### src/rtl/core/bfsa_pkg.sv
// Shared constants and types for the bitmap free-slot allocator.
`timescale 1ns / 1ps

package bfsa_pkg;

   // Default bitmap size in bytes
   localparam int MAP_BYTES_DEF = 128;

   // Field widths
   localparam int KIND_W     = 2;
   localparam int BITPOS_W   = 10;
   localparam int BYTE_IDX_W = 7;
   localparam int BYTE_VAL_W = 8;
   localparam int SLOT_W     = 11;
   localparam int COUNT_W    = 11;
   localparam int MAPB_W     = 8;
   localparam int RESV_W     = 10;
   localparam int CSR_IDX_W  = 2;
   localparam int CSR_DATA_W = 11;

   // Bits in one bitmap byte, and its bit-index width
   localparam int BYTE_BITS = 8;
   localparam int BSEL_W    = 3;

   // Free counter limits and register reset values
   localparam logic [COUNT_W-1:0] COUNT_MAX     = 11'd1024;
   localparam logic [MAPB_W-1:0]  MAP_BYTES_RST = 8'd16;

   // Item kinds
   typedef enum logic [KIND_W-1:0] {
      KIND_SEARCH  = 2'd0,
      KIND_CLAIM   = 2'd1,
      KIND_RELEASE = 2'd2,
      KIND_LOAD    = 2'd3
   } kind_type;

   // Register indexes
   typedef enum logic [CSR_IDX_W-1:0] {
      CSR_MAP_BYTES  = 2'd0,
      CSR_RESERVED   = 2'd1,
      CSR_FREE_START = 2'd2
   } csr_idx_type;

endpackage

### src/rtl/core/bfsa_ram.sv
// Generic simple dual-port RAM with one write port and a registered read port.
`timescale 1ns / 1ps

module bfsa_ram #(
   parameter int WIDTH = 8,
   parameter int DEPTH = 128,
   parameter int AW    = (DEPTH > 1) ? $clog2(DEPTH) : 1
) (
   input  logic             clock,
   input  logic             we,
   input  logic [AW-1:0]    waddr,
   input  logic [WIDTH-1:0] wdata,
   input  logic             re,
   input  logic [AW-1:0]    raddr,
   output logic [WIDTH-1:0] rdata
);

   logic [WIDTH-1:0] mem_ff [DEPTH];
   logic [WIDTH-1:0] rdata_ff;

   // Write port
   always_ff @(posedge clock) begin
      if (we) begin
         mem_ff[waddr] <= wdata;
      end
   end

   // Read port, data held until the next read
   always_ff @(posedge clock) begin
      if (re) begin
         rdata_ff <= mem_ff[raddr];
      end
   end

   assign rdata = rdata_ff;

endmodule

### src/rtl/core/bitmap_free_slot_allocator_unit.sv
// Bitmap free-slot allocator: sequencer, bitmap RAM, free counter, config registers.
// Search reads one bitmap byte per cycle through the single RAM read port from byte 0
// up to min(map_bytes, MAP_BYTES), until a free bit is found; claim and release read
// the byte and write it back, load writes it directly. One item is in flight at a time;
// the result register lets the next item start while a result waits on rsp_stall.
// Reset is synchronous; afterwards a clearing pass zeroes every bitmap byte, during
// which no item is accepted (register writes are taken).
`timescale 1ns / 1ps

module bitmap_free_slot_allocator_unit
   import bfsa_pkg::*;
#(
   parameter int MAP_BYTES = MAP_BYTES_DEF
) (
   input  logic                  clock,
   input  logic                  reset,
   // item input
   input  logic                  req_valid,
   output logic                  req_stall,
   input  logic [KIND_W-1:0]     req_kind,
   input  logic [BITPOS_W-1:0]   req_bit_position,
   input  logic [BYTE_IDX_W-1:0] req_byte_index,
   input  logic [BYTE_VAL_W-1:0] req_byte_value,
   // result output
   output logic                  rsp_valid,
   input  logic                  rsp_stall,
   output logic                  rsp_found,
   output logic [SLOT_W-1:0]     rsp_slot_number,
   output logic [COUNT_W-1:0]    rsp_free_count,
   // register writes
   input  logic                  csr_valid,
   output logic                  csr_ready,
   input  logic [CSR_IDX_W-1:0]  csr_index,
   input  logic [CSR_DATA_W-1:0] csr_wdata
);

   // Derived widths
   localparam int AW     = (MAP_BYTES > 1) ? $clog2(MAP_BYTES) : 1;
   localparam int CNT_W  = $clog2(MAP_BYTES + 1);
   localparam int CW     = (CNT_W > MAPB_W) ? CNT_W : MAPB_W;
   localparam int RB_W   = (AW > BYTE_IDX_W) ? AW : BYTE_IDX_W;
   localparam int POS_W  = AW + BSEL_W;
   localparam int SUM_W  = (POS_W > SLOT_W) ? POS_W : SLOT_W;
   localparam logic [CW-1:0] MAP_LIM  = CW'(MAP_BYTES);
   localparam logic [AW-1:0] LAST_IDX = AW'(MAP_BYTES - 1);

   typedef enum logic [2:0] {
      ST_CLEAR,
      ST_IDLE,
      ST_SEARCH,
      ST_MODIFY,
      ST_RESULT
   } state_type;

   // Sequencer and datapath registers
   state_type               state_ff,      state_in;
   logic [AW-1:0]           clr_idx_ff,    clr_idx_in;
   logic [CW-1:0]           issue_idx_ff,  issue_idx_in;
   logic [AW-1:0]           chk_idx_ff,    chk_idx_in;
   logic                    chk_valid_ff,  chk_valid_in;
   logic [AW-1:0]           mod_addr_ff,   mod_addr_in;
   logic                    mod_ok_ff,     mod_ok_in;
   logic                    mod_claim_ff,  mod_claim_in;
   logic [BYTE_BITS-1:0]    mod_mask_ff,   mod_mask_in;
   logic                    res_found_ff,  res_found_in;
   logic [SLOT_W-1:0]       res_slot_ff,   res_slot_in;
   logic                    rsp_valid_ff,  rsp_valid_in;
   logic                    rsp_found_ff,  rsp_found_in;
   logic [SLOT_W-1:0]       rsp_slot_ff,   rsp_slot_in;
   logic [COUNT_W-1:0]      rsp_count_ff,  rsp_count_in;

   // Config registers and free counter
   logic [MAPB_W-1:0]       map_bytes_ff,  map_bytes_in;
   logic [RESV_W-1:0]       reserved_ff,   reserved_in;
   logic [COUNT_W-1:0]      free_cnt_ff,   free_cnt_in;

   // RAM port signals
   logic                    ram_we;
   logic [AW-1:0]           ram_waddr;
   logic [BYTE_BITS-1:0]    ram_wdata;
   logic                    ram_re;
   logic [AW-1:0]           ram_raddr;
   logic [BYTE_BITS-1:0]    ram_rdata;

   // Handshake helpers
   logic                    req_take;
   logic                    out_free;
   kind_type                kind;

   // Request decode
   logic [BYTE_IDX_W-1:0]   bp_byte;
   logic [AW-1:0]           bp_addr;
   logic                    bp_ok;
   logic [AW-1:0]           ld_addr;
   logic                    ld_ok;

   // Search datapath
   logic [CW-1:0]           limit;
   logic [RB_W-1:0]         cmp_byte;
   logic [RB_W-1:0]         res_byte;
   logic [BYTE_BITS-1:0]    allowed;
   logic [BYTE_BITS-1:0]    free_bits;
   logic                    hit;
   logic [BSEL_W-1:0]       first_bit;
   logic [SUM_W-1:0]        slot_sum;

   // Counter update from a claim or release
   logic [COUNT_W-1:0]      cnt_step;

   bfsa_ram #(
      .WIDTH (BYTE_BITS),
      .DEPTH (MAP_BYTES),
      .AW    (AW)
   ) u_bitmap (
      .clock (clock),
      .we    (ram_we),
      .waddr (ram_waddr),
      .wdata (ram_wdata),
      .re    (ram_re),
      .raddr (ram_raddr),
      .rdata (ram_rdata)
   );

   assign req_stall = (state_ff != ST_IDLE);
   assign req_take  = req_valid && !req_stall;
   assign out_free  = !rsp_valid_ff || !rsp_stall;
   assign kind      = kind_type'(req_kind);
   assign csr_ready = 1'b1;

   assign rsp_valid       = rsp_valid_ff;
   assign rsp_found       = rsp_found_ff;
   assign rsp_slot_number = rsp_slot_ff;
   assign rsp_free_count  = rsp_count_ff;

   // Byte addresses of claim/release and load, with range checks
   always_comb begin
      logic [RB_W-1:0] bp_ext;
      logic [RB_W-1:0] ld_ext;
      bp_byte = req_bit_position[BITPOS_W-1:BSEL_W];
      bp_ext  = RB_W'(bp_byte);
      ld_ext  = RB_W'(req_byte_index);
      bp_addr = bp_ext[AW-1:0];
      ld_addr = ld_ext[AW-1:0];
      bp_ok   = CW'(bp_byte) < MAP_LIM;
      ld_ok   = CW'(req_byte_index) < MAP_LIM;
   end

   // Search limit: map_bytes capped at the store size
   assign limit = (CW'(map_bytes_ff) > MAP_LIM) ? MAP_LIM : CW'(map_bytes_ff);

   // First free bit of the byte under check at or above reserved_bits
   always_comb begin
      cmp_byte = RB_W'(chk_idx_ff);
      res_byte = RB_W'(reserved_ff[RESV_W-1:BSEL_W]);
      for (int k = 0; k < BYTE_BITS; k++) begin
         allowed[k] = (cmp_byte > res_byte) ||
                      ((cmp_byte == res_byte) && (BSEL_W'(k) >= reserved_ff[BSEL_W-1:0]));
      end
      free_bits = ~ram_rdata & allowed;
      hit       = |free_bits;
      first_bit = '0;
      for (int k = BYTE_BITS - 1; k >= 0; k--) begin
         if (free_bits[k]) begin
            first_bit = BSEL_W'(k);
         end
      end
      slot_sum = SUM_W'({chk_idx_ff, first_bit}) + SUM_W'(1);
   end

   // Saturating counter step
   always_comb begin
      if (mod_claim_ff) begin
         cnt_step = (free_cnt_ff != '0) ? free_cnt_ff - COUNT_W'(1) : free_cnt_ff;
      end else begin
         cnt_step = (free_cnt_ff < COUNT_MAX) ? free_cnt_ff + COUNT_W'(1) : free_cnt_ff;
      end
   end

   // Sequencer next state, RAM control and result capture
   always_comb begin
      state_in     = state_ff;
      clr_idx_in   = clr_idx_ff;
      issue_idx_in = issue_idx_ff;
      chk_idx_in   = chk_idx_ff;
      chk_valid_in = 1'b0;
      mod_addr_in  = mod_addr_ff;
      mod_ok_in    = mod_ok_ff;
      mod_claim_in = mod_claim_ff;
      mod_mask_in  = mod_mask_ff;
      res_found_in = res_found_ff;
      res_slot_in  = res_slot_ff;
      rsp_valid_in = rsp_valid_ff && rsp_stall;
      rsp_found_in = rsp_found_ff;
      rsp_slot_in  = rsp_slot_ff;
      rsp_count_in = rsp_count_ff;
      free_cnt_in  = free_cnt_ff;
      ram_we       = 1'b0;
      ram_waddr    = clr_idx_ff;
      ram_wdata    = '0;
      ram_re       = 1'b0;
      ram_raddr    = issue_idx_ff[AW-1:0];

      unique case (state_ff)
         ST_CLEAR: begin
            ram_we     = 1'b1;
            clr_idx_in = clr_idx_ff + AW'(1);
            if (clr_idx_ff == LAST_IDX) begin
               state_in = ST_IDLE;
            end
         end
         ST_IDLE: begin
            if (req_take) begin
               res_found_in = 1'b0;
               res_slot_in  = '0;
               unique case (kind)
                  KIND_SEARCH: begin
                     issue_idx_in = '0;
                     state_in     = ST_SEARCH;
                  end
                  KIND_CLAIM, KIND_RELEASE: begin
                     ram_re       = 1'b1;
                     ram_raddr    = bp_addr;
                     mod_addr_in  = bp_addr;
                     mod_ok_in    = bp_ok;
                     mod_claim_in = (kind == KIND_CLAIM);
                     mod_mask_in  = BYTE_BITS'(1) << req_bit_position[BSEL_W-1:0];
                     state_in     = ST_MODIFY;
                  end
                  KIND_LOAD: begin
                     ram_we    = ld_ok;
                     ram_waddr = ld_addr;
                     ram_wdata = req_byte_value;
                     state_in  = ST_RESULT;
                  end
               endcase
            end
         end
         ST_SEARCH: begin
            if (chk_valid_ff && hit) begin
               res_found_in = 1'b1;
               res_slot_in  = slot_sum[SLOT_W-1:0];
               state_in     = ST_RESULT;
            end else if (!chk_valid_ff && (issue_idx_ff >= limit)) begin
               res_found_in = 1'b0;
               res_slot_in  = '0;
               state_in     = ST_RESULT;
            end else if (issue_idx_ff < limit) begin
               ram_re       = 1'b1;
               chk_valid_in = 1'b1;
               chk_idx_in   = issue_idx_ff[AW-1:0];
               issue_idx_in = issue_idx_ff + CW'(1);
            end
         end
         ST_MODIFY: begin
            ram_we      = mod_ok_ff;
            ram_waddr   = mod_addr_ff;
            ram_wdata   = mod_claim_ff ? (ram_rdata | mod_mask_ff) : (ram_rdata & ~mod_mask_ff);
            free_cnt_in = cnt_step;
            state_in    = ST_RESULT;
         end
         ST_RESULT: begin
            if (out_free) begin
               rsp_valid_in = 1'b1;
               rsp_found_in = res_found_ff;
               rsp_slot_in  = res_slot_ff;
               rsp_count_in = free_cnt_ff;
               state_in     = ST_IDLE;
            end
         end
         default: begin
            state_in = ST_IDLE;
         end
      endcase

      // Loading free_start sets the counter
      if (csr_valid && csr_ready && (csr_idx_type'(csr_index) == CSR_FREE_START)) begin
         free_cnt_in = (csr_wdata > COUNT_MAX) ? COUNT_MAX : csr_wdata;
      end
   end

   // Register writes
   always_comb begin
      map_bytes_in = map_bytes_ff;
      reserved_in  = reserved_ff;
      if (csr_valid && csr_ready) begin
         case (csr_idx_type'(csr_index))
            CSR_MAP_BYTES: map_bytes_in = csr_wdata[MAPB_W-1:0];
            CSR_RESERVED:  reserved_in  = csr_wdata[RESV_W-1:0];
            default: ;
         endcase
      end
   end

   // State, control and registered outputs
   always_ff @(posedge clock) begin
      if (reset) begin
         state_ff     <= ST_CLEAR;
         clr_idx_ff   <= '0;
         chk_valid_ff <= 1'b0;
         rsp_valid_ff <= 1'b0;
         map_bytes_ff <= MAP_BYTES_RST;
         reserved_ff  <= '0;
         free_cnt_ff  <= '0;
      end else begin
         state_ff     <= state_in;
         clr_idx_ff   <= clr_idx_in;
         chk_valid_ff <= chk_valid_in;
         rsp_valid_ff <= rsp_valid_in;
         map_bytes_ff <= map_bytes_in;
         reserved_ff  <= reserved_in;
         free_cnt_ff  <= free_cnt_in;
      end
      issue_idx_ff <= issue_idx_in;
      chk_idx_ff   <= chk_idx_in;
      mod_addr_ff  <= mod_addr_in;
      mod_ok_ff    <= mod_ok_in;
      mod_claim_ff <= mod_claim_in;
      mod_mask_ff  <= mod_mask_in;
      res_found_ff <= res_found_in;
      res_slot_ff  <= res_slot_in;
      rsp_found_ff <= rsp_found_in;
      rsp_slot_ff  <= rsp_slot_in;
      rsp_count_ff <= rsp_count_in;
   end

   // Checks
   a_rsp_from_result: assert property (@(posedge clock) disable iff (reset)
      ($rose(rsp_valid_ff) |-> $past(state_ff == ST_RESULT)))
      else $error("result raised outside the result state");

   a_count_limit: assert property (@(posedge clock) disable iff (reset)
      (free_cnt_ff <= COUNT_MAX))
      else $error("free counter above its limit");

   a_no_slot_when_missed: assert property (@(posedge clock) disable iff (reset)
      ((rsp_valid_ff && !rsp_found_ff) |-> (rsp_slot_ff == '0)))
      else $error("slot number set without a hit");

   a_check_in_range: assert property (@(posedge clock) disable iff (reset)
      ((state_ff == ST_SEARCH && chk_valid_ff) |-> (CW'(chk_idx_ff) < limit)))
      else $error("search checked a byte beyond the limit");

endmodule
### config.mk
export PLATFORM = sky130hd
export DESIGN_NAME = bitmap_free_slot_allocator_unit
export DESIGN_NICKNAME = d
export VERILOG_FILES = /design/src/rtl/core/bfsa_pkg.sv /design/src/rtl/core/bfsa_ram.sv /design/src/rtl/core/bitmap_free_slot_allocator_unit.sv
export SDC_FILE = /design/constraint.sdc
export NUM_CORES = 2
export LEC_CHECK = 0
export BUFFER_PORTS_ARGS = -buffer_cell sky130_fd_sc_hd__buf_4
export CORE_ASPECT_RATIO = 0.5
export CORE_MARGIN = 5
export CORE_UTILIZATION = 45
export DETAILED_ROUTE_END_ITERATION = 6
export RECOVER_POWER = 50
export SLEW_MARGIN = 20
export SYNTH_ARGS = -nofsm -noshare
export SYNTH_HDL_FRONTEND = slang
export SYNTH_SLANG_ARGS = --single-unit
### constraint.sdc
create_clock -name clock -period 5.73 [get_ports clock]
set_input_delay 0.2865 -clock clock [delete_from_list [all_inputs] [get_ports clock]]
set_output_delay 0.2865 -clock clock [all_outputs]
set_load 0.1 [all_outputs]
Word level (Yosys, flattened, before mapping)
Memory sizes are Yosys's and may differ from the RTL's. A register that Yosys moved wholly into a read port is not among the register bits.
Cells that the tools add are included.
- multiplexer cells: 59
- magnitude comparators: 14
- add/sub/neg operators: 5
- shifts and indexed selects: 1
- eq/ne operators: 21
- reduce and logical (&&, ||, !) cells: 46
- bitwise operators: 8
- operators with widths (kind ; number):
    $mux 11 ; 9
    $mux 8 ; 9
    $mux 3 ; 13
    $mux 7 ; 5
    $pmux 8 s2 ; 2
    $pmux 11 s2 ; 1
    $and 8x8->8 ; 2
    $not 8->8 ; 2
    $pmux 3 s5 ; 1
    $mux 1 ; 14
    $ne 2x2->1 const B ; 7
    $pmux 7 s2 ; 1
    $logic_and 1x1->1 ; 13
    $ge 3x3->1 const A ; 4
    $add 10x1->11 const B ; 1
    $add 11x1->11 const B ; 1
    $gt 11x11->1 const B ; 1
    $lt 11x11->1 const B ; 1
    $reduce_bool 11->1 ; 1
    $sub 11x1->11 const B ; 1
    $logic_or 1x1->1 ; 9
    $pmux 3 s3 ; 1
    $reduce_and 3->1 ; 3
    $add 8x1->8 const B ; 1
    other kinds (30) ; 51
- RAM bits: 1024
- output and inout port bits: 26
- logic and storage cells: 172
- input bits: 45
- flip-flop bits (word level): 107
- memories: 1
- memories (memory ; words ; bits a word ; rd ports ; clocked after memory_dff ; wr ports ; RTL line ; text):
    u_bitmap.mem_ff ; 128 ; 8 ; 1 ; 1 ; 1 ; bfsa_ram.sv:18 ; logic [WIDTH-1:0] mem_ff [DEPTH];

Logic depth before layout (Yosys ltp)
- depth after elaboration: 15
- gate-level depth with buffers: 15
- depth with buffers taken out: 14

Modules after synthesis
A second synthesis with hierarchy kept.
- cell total of the unflattened synthesis: 2228
- area total of the unflattened synthesis: 45676.3 µm²
- modules (own cells, without submodules) (module ; area an instance (µm²) ; sequential area each (µm²) ; cells an instance ; instances):
    bfsa_ram ; 39745.6 ; 30989.7 ; 1635 ; 1
    bitmap_free_slot_allocator_unit ; 5930.7 ; 2802.7 ; 593 ; 1

Worst setup path before layout
OpenSTA, ideal clock, no wires.
- kind: flip-flop to flip-flop
- from: register state_ff[1]
- to: memory u_bitmap.mem_ff[0][0], data pin
- data required time: 4.934 ns
- library setup time: 0.796 ns
- clock period less this slack: 5.286 ns
- buffers on the path: 3
- setup slack: 0.444 ns
- cell stages (with the launch flop): 8
- arrival time: 4.490 ns
- cell sequence: dfxtp_1 buf_6 nor4bb_4 buf_6 and2_1 buf_1 a21oi_1 nor2_1
- cells in the longest elaborated chain, start to end: 5
- elaborated cells on any way between the ends: 7
- classes of those cells: eq/ne (3); mux (2); reduce/logical (2)
- RTL lines (what ; RTL line ; text):
    start: declaration ; bitmap_free_slot_allocator_unit.sv:56 ; state_type state_ff, state_in;
    start signal: assignment ; bitmap_free_slot_allocator_unit.sv:305 ; state_ff <= state_in;
    $ne 3x1->1 ; bitmap_free_slot_allocator_unit.sv:124 ; assign req_stall = (state_ff != ST_IDLE);
    $logic_not 1->1 ; bitmap_free_slot_allocator_unit.sv:125 ; assign req_take = req_valid && !req_stall;
    $logic_and 1x1->1 ; bitmap_free_slot_allocator_unit.sv:125 ;
    $mux 8 ; bitmap_free_slot_allocator_unit.sv:212 ; if (req_take) begin
    $pmux 8 s2 * ; bitmap_free_slot_allocator_unit.sv:203 ; unique case (state_ff)
    via ram_wdata[0] ; bitmap_free_slot_allocator_unit.sv:80 ; logic [BYTE_BITS-1:0] ram_wdata;
    end: declaration ; bfsa_ram.sv:18 ;
Mark *: on every way through the listed nets, which the timed path passes. The rest lies on a longest branch.

Worst setup path in the final report
- from: register state_ff[0]
- to: memory u_bitmap.mem_ff[119][7], enable pin
- cells in the longest elaborated chain, start to end: 7
- elaborated cells on any way between the ends: 13
- classes of those cells: eq/ne (3); mux (6); reduce/logical (4)
- RTL lines (what ; RTL line ; text):
    $ne 3x1->1 ; bitmap_free_slot_allocator_unit.sv:124 ;
    $logic_not 1->1 ; bitmap_free_slot_allocator_unit.sv:125 ;
    $logic_and 1x1->1 ; bitmap_free_slot_allocator_unit.sv:125 ;
    $mux 1 ; bitmap_free_slot_allocator_unit.sv:212 ;
    $pmux 1 s2 ; bitmap_free_slot_allocator_unit.sv:203 ;
    $mux 1 ; bfsa_ram.sv:23 ; if (we) begin
    $mux 1 (implied by the code) ; bfsa_ram.sv:24 ; mem_ff[waddr] <= wdata;
Parallel ways exist; a longest one is shown, timed or not.

==> impl_metrics.toml <==
[floorplan]
core_sq_mm = 0.103
ios = 71
die_h_um = 238
fp.dieW_um = 467
initial_core_util = 0.456
rows = 83
die_area_sq_mm = 0.111

[grt]
grt_pass1_wl_mm = 202
antenna_found_initial = 8
overflow = 0
track_usage = 0.248
grt_pass1_vias = 28600
grt_max_degree = 129

[sta]
slew_viol_final = 553
maxSlewHeadroom = -0.874
min_period_ps = 5130
timing.final.crit_share = 0.895
rsz0062_at_grt = "no"
setup_violations = 0
clock.fmax_ghz = 0.195
tns_ps = 0
fin_ws_ps = 603
final_hold_viol_count = 0
skew_ps = 18.3
tightest_slew_ps = 2810

[clock_tree]
insertion_delay_ps = 700
cts_buffer_depth = 3
numClockSinks = 1139
cts_root_buf = "clkbuf_16"
cts_tree = "done"
h-tree-depth = 3
path_clk_slew_ps = 70
cts_made_buffers = 102

[run_status]
violations = "capacitance limit, slew limit"
outcome = "finished, violations left"

[critical_path]
path_cells = "nor4bb_4 > buf_4 > and2_1 > clkbuf_1 > nand2_1 > a31oi_1 > nand4_1 > buf_4 > nor2_1"
cp_common_cell = "buf_4"
path_buf_inv = 3
start_kind = "register"
slowest_delay_ps = 810
cpLargestDelayFamily = "simple AND/OR/NAND/NOR gates"
cp_data_arrival_time_ps = 5440
crit_start = "state_ff[0]"
cp-end-kind = "register"
critical_path.slowest_cell = "nand4_1"
critical_path_class = "register to register"
worstPathMaxFanout = 17
regToRegStartpoint = "state_ff[0]"
required_ps = 6050

[route]
routed_via_density = 6.10
drt-initial-drc-count = 4067
wl_per_cell_um = 28.6
drc_errors = 0
vias = 30000
routed_wl_mm = 141
final_antenna_net_count = 0
firstDrtPassIters = 7

[yosys]
synth_nets = 3348
synth_edf_count = 1098
syn_avg_cell_area_sq_um = 14.4
yosys.cell_types.count = 85
synth.top_cell.area_share = 0.702
yosysSeqAreaShare = 0.719
synth.largest_area_cell = "edfxtp_1"
syn_area_sq_mm = 0.0470
syn_inst = 3271
ys_async_sr_fraction = 0
yosysWarnings = 0
ys_ff_latch = 1139
synth_top_flop_cell = "edfxtp_1"
synth_area_leaders = "edfxtp_1 (70%), nand2_1 (3.4%), mux2i_1 (3.3%)"

[power]
sw_frac_of_total = 0.202
p_int_uw = 12900
pwr-share-clk = 0.427
p_sw_uw = 3280
p_per_area_mw_per_mm2 = 305
comb_power_share = 0.017
seqPwrFrac = 0.556
power_uw = 16200
power_leakage_uw = 0.0161
ir_drop_mv = 0.244

[final_layout]
nFillCells = 8518
final_nets = 3510
multi_input_area_sq_mm = 0.0123
syn2layout_area_growth_pct = 13.1
final_common_cell = "edfxtp_1"
final_cell_mix = "edfxtp_1 (1098), nand2_1 (426), nor2_1 (230), a21oi_1 (220), buf_4 (160)"
drive_gt1_frac = 0.121
final_core_util = 0.516
seqCellArea_sq_mm = 0.0338

[placed_design]
pre_cts_slack_ps = 1110
dpl.hpwl_mm = 92.4
portBuffers = 69
gp_congestion = 0.921

[hold_path]
hold_class = "input port to register"
hp-start = "csr_index[0]"

[run]
drv_cap = 10
==> per-layer routing <==
metal	vias up	share of wire	track usage	routed length (um)
li1	13000	-	-	-
met1	15100	0.41	0.352	57600
met2	1637	0.45	0.383	63500
met3	258	0.11	0.0606	15400
met4	4	0.030	0.0730	4250
met5	-	0.00020	0	28
==> state kept, by name, summed over array words and instances, names as in the netlist, 10 cells and up <==
signal	flops
u_bitmap.mem_ff	1024
free_cnt_ff	11
res_slot_ff	11
rsp_free_count	11
rsp_slot_number	11
reserved_ff	10
==> worst reg2reg max path: stages (launching register included) <==
cell	delay, ps
dfxtp_1	550
nor4bb_4	290
buf_4	260
and2_1	150
clkbuf_1	520
nand2_1	110
a31oi_1	760
nand4_1	820
buf_4	480
nor2_1	800
==> Yosys cell counts, types with 8 or more instances <==
| cell | instances |
|---|---|
| a21o_1 | 12 |
| a222oi_1 | 10 |
| a21oi_1 | 220 |
| a221oi_1 | 22 |
| o22ai_1 | 40 |
| a221o_1 | 12 |
| inv_1 | 29 |
| mux2i_1 | 154 |
| o221ai_1 | 10 |
| ha_1 | 31 |
| or4_1 | 11 |
| a22oi_1 | 40 |
| o32a_1 | 8 |
| o21ai_0 | 59 |
| a2111oi_0 | 26 |
| a31oi_1 | 25 |
| nor3_1 | 20 |
| clkbuf_1 | 91 |
| xnor2_1 | 18 |
| mux4_2 | 28 |
| nor4_1 | 23 |
| dfxtp_1 | 41 |
| edfxtp_1 | 1098 |
| nand2b_1 | 41 |
| nand4_1 | 12 |
| nor2b_1 | 8 |
| a32o_1 | 18 |
| a211oi_1 | 51 |
| mux2_2 | 52 |
| or3_1 | 8 |
| buf_1 | 18 |
| and3_1 | 36 |
| a311oi_1 | 20 |
| nand3_1 | 78 |
| o41ai_1 | 13 |
| a32oi_1 | 20 |
| buf_2 | 63 |
| nor2_1 | 238 |
| nand2_1 | 430 |
| buf_4 | 13 |
==> final timing paths <==
kind	depth (start not counted)	slack [ps]	end
max	9	600	u_bitmap.mem_ff[119][7]
min	5	100	map_bytes_ff[4]
max reg2reg	9	600	u_bitmap.mem_ff[119][7]
min reg2reg	0	420	rsp_slot_number[7]
==> cells by family after synthesis <==
| family | Yosys count | share of synthesized area |
|---|---|---|
| AOI/OAI and AO/OA | 678 | 0.0984 |
| xor gates and xnor gates | 25 | 0.00466 |
| adders and majority gates | 32 | 0.00868 |
| buffers and inverters | 222 | 0.0214 |
| DFF | 1139 | 0.719 |
| muxes | 237 | 0.0596 |
| other | 1 | 0.0000798 |
| and+or+nand+nor | 937 | 0.0880 |
==> power by group through the flow <==
| stage | logic [uW] | registers (uW) | clock network (uW) |
|---|---|---|---|
| floorplan | 146 | 9200 | 0 |
| global placement | 252 | 9200 | 0 |
| detailed placement | 257 | 9200 | 0 |
| CTS | 274 | 9020 | 7000 |
| global route | 293 | 9020 | 7360 |
| finish | 276 | 9020 | 6920 |
==> cell type report <==
type                       instances  share of cell area
multi-input combinational       1910               0.232
tap                             1402              0.0330
timing repair buffer             249              0.0347
sequential                      1139               0.636
clock buffer                     123              0.0503
antenna                            5            0.000235
clock inverter                    67              0.0121
inverter                          31             0.00219
==> stage by stage <==
stage / cells / cell area, sq um / hold WS (ps)
after floorplan: 3271 / 47000 / 385
after detailed placement: 4700 / 49800 / 405
final: 4926 / 53200 / 98.2
after global placement: 4698 / 49800 / 404
after global routing: 4922 / 53200 / 89.7
after CTS: 4920 / 53400 / 54.8
==> repair_timing <==
| item | in CTS | in global routing |
|---|---|---|
| endpoints found under the hold margin | 42 | 0 |
| buffers inserted | 0 | 0 |
| hold buffers | 30 | 0 |
| resized for setup | 0 | 0 |
Note: power is estimated with default switching activity, not from simulation.
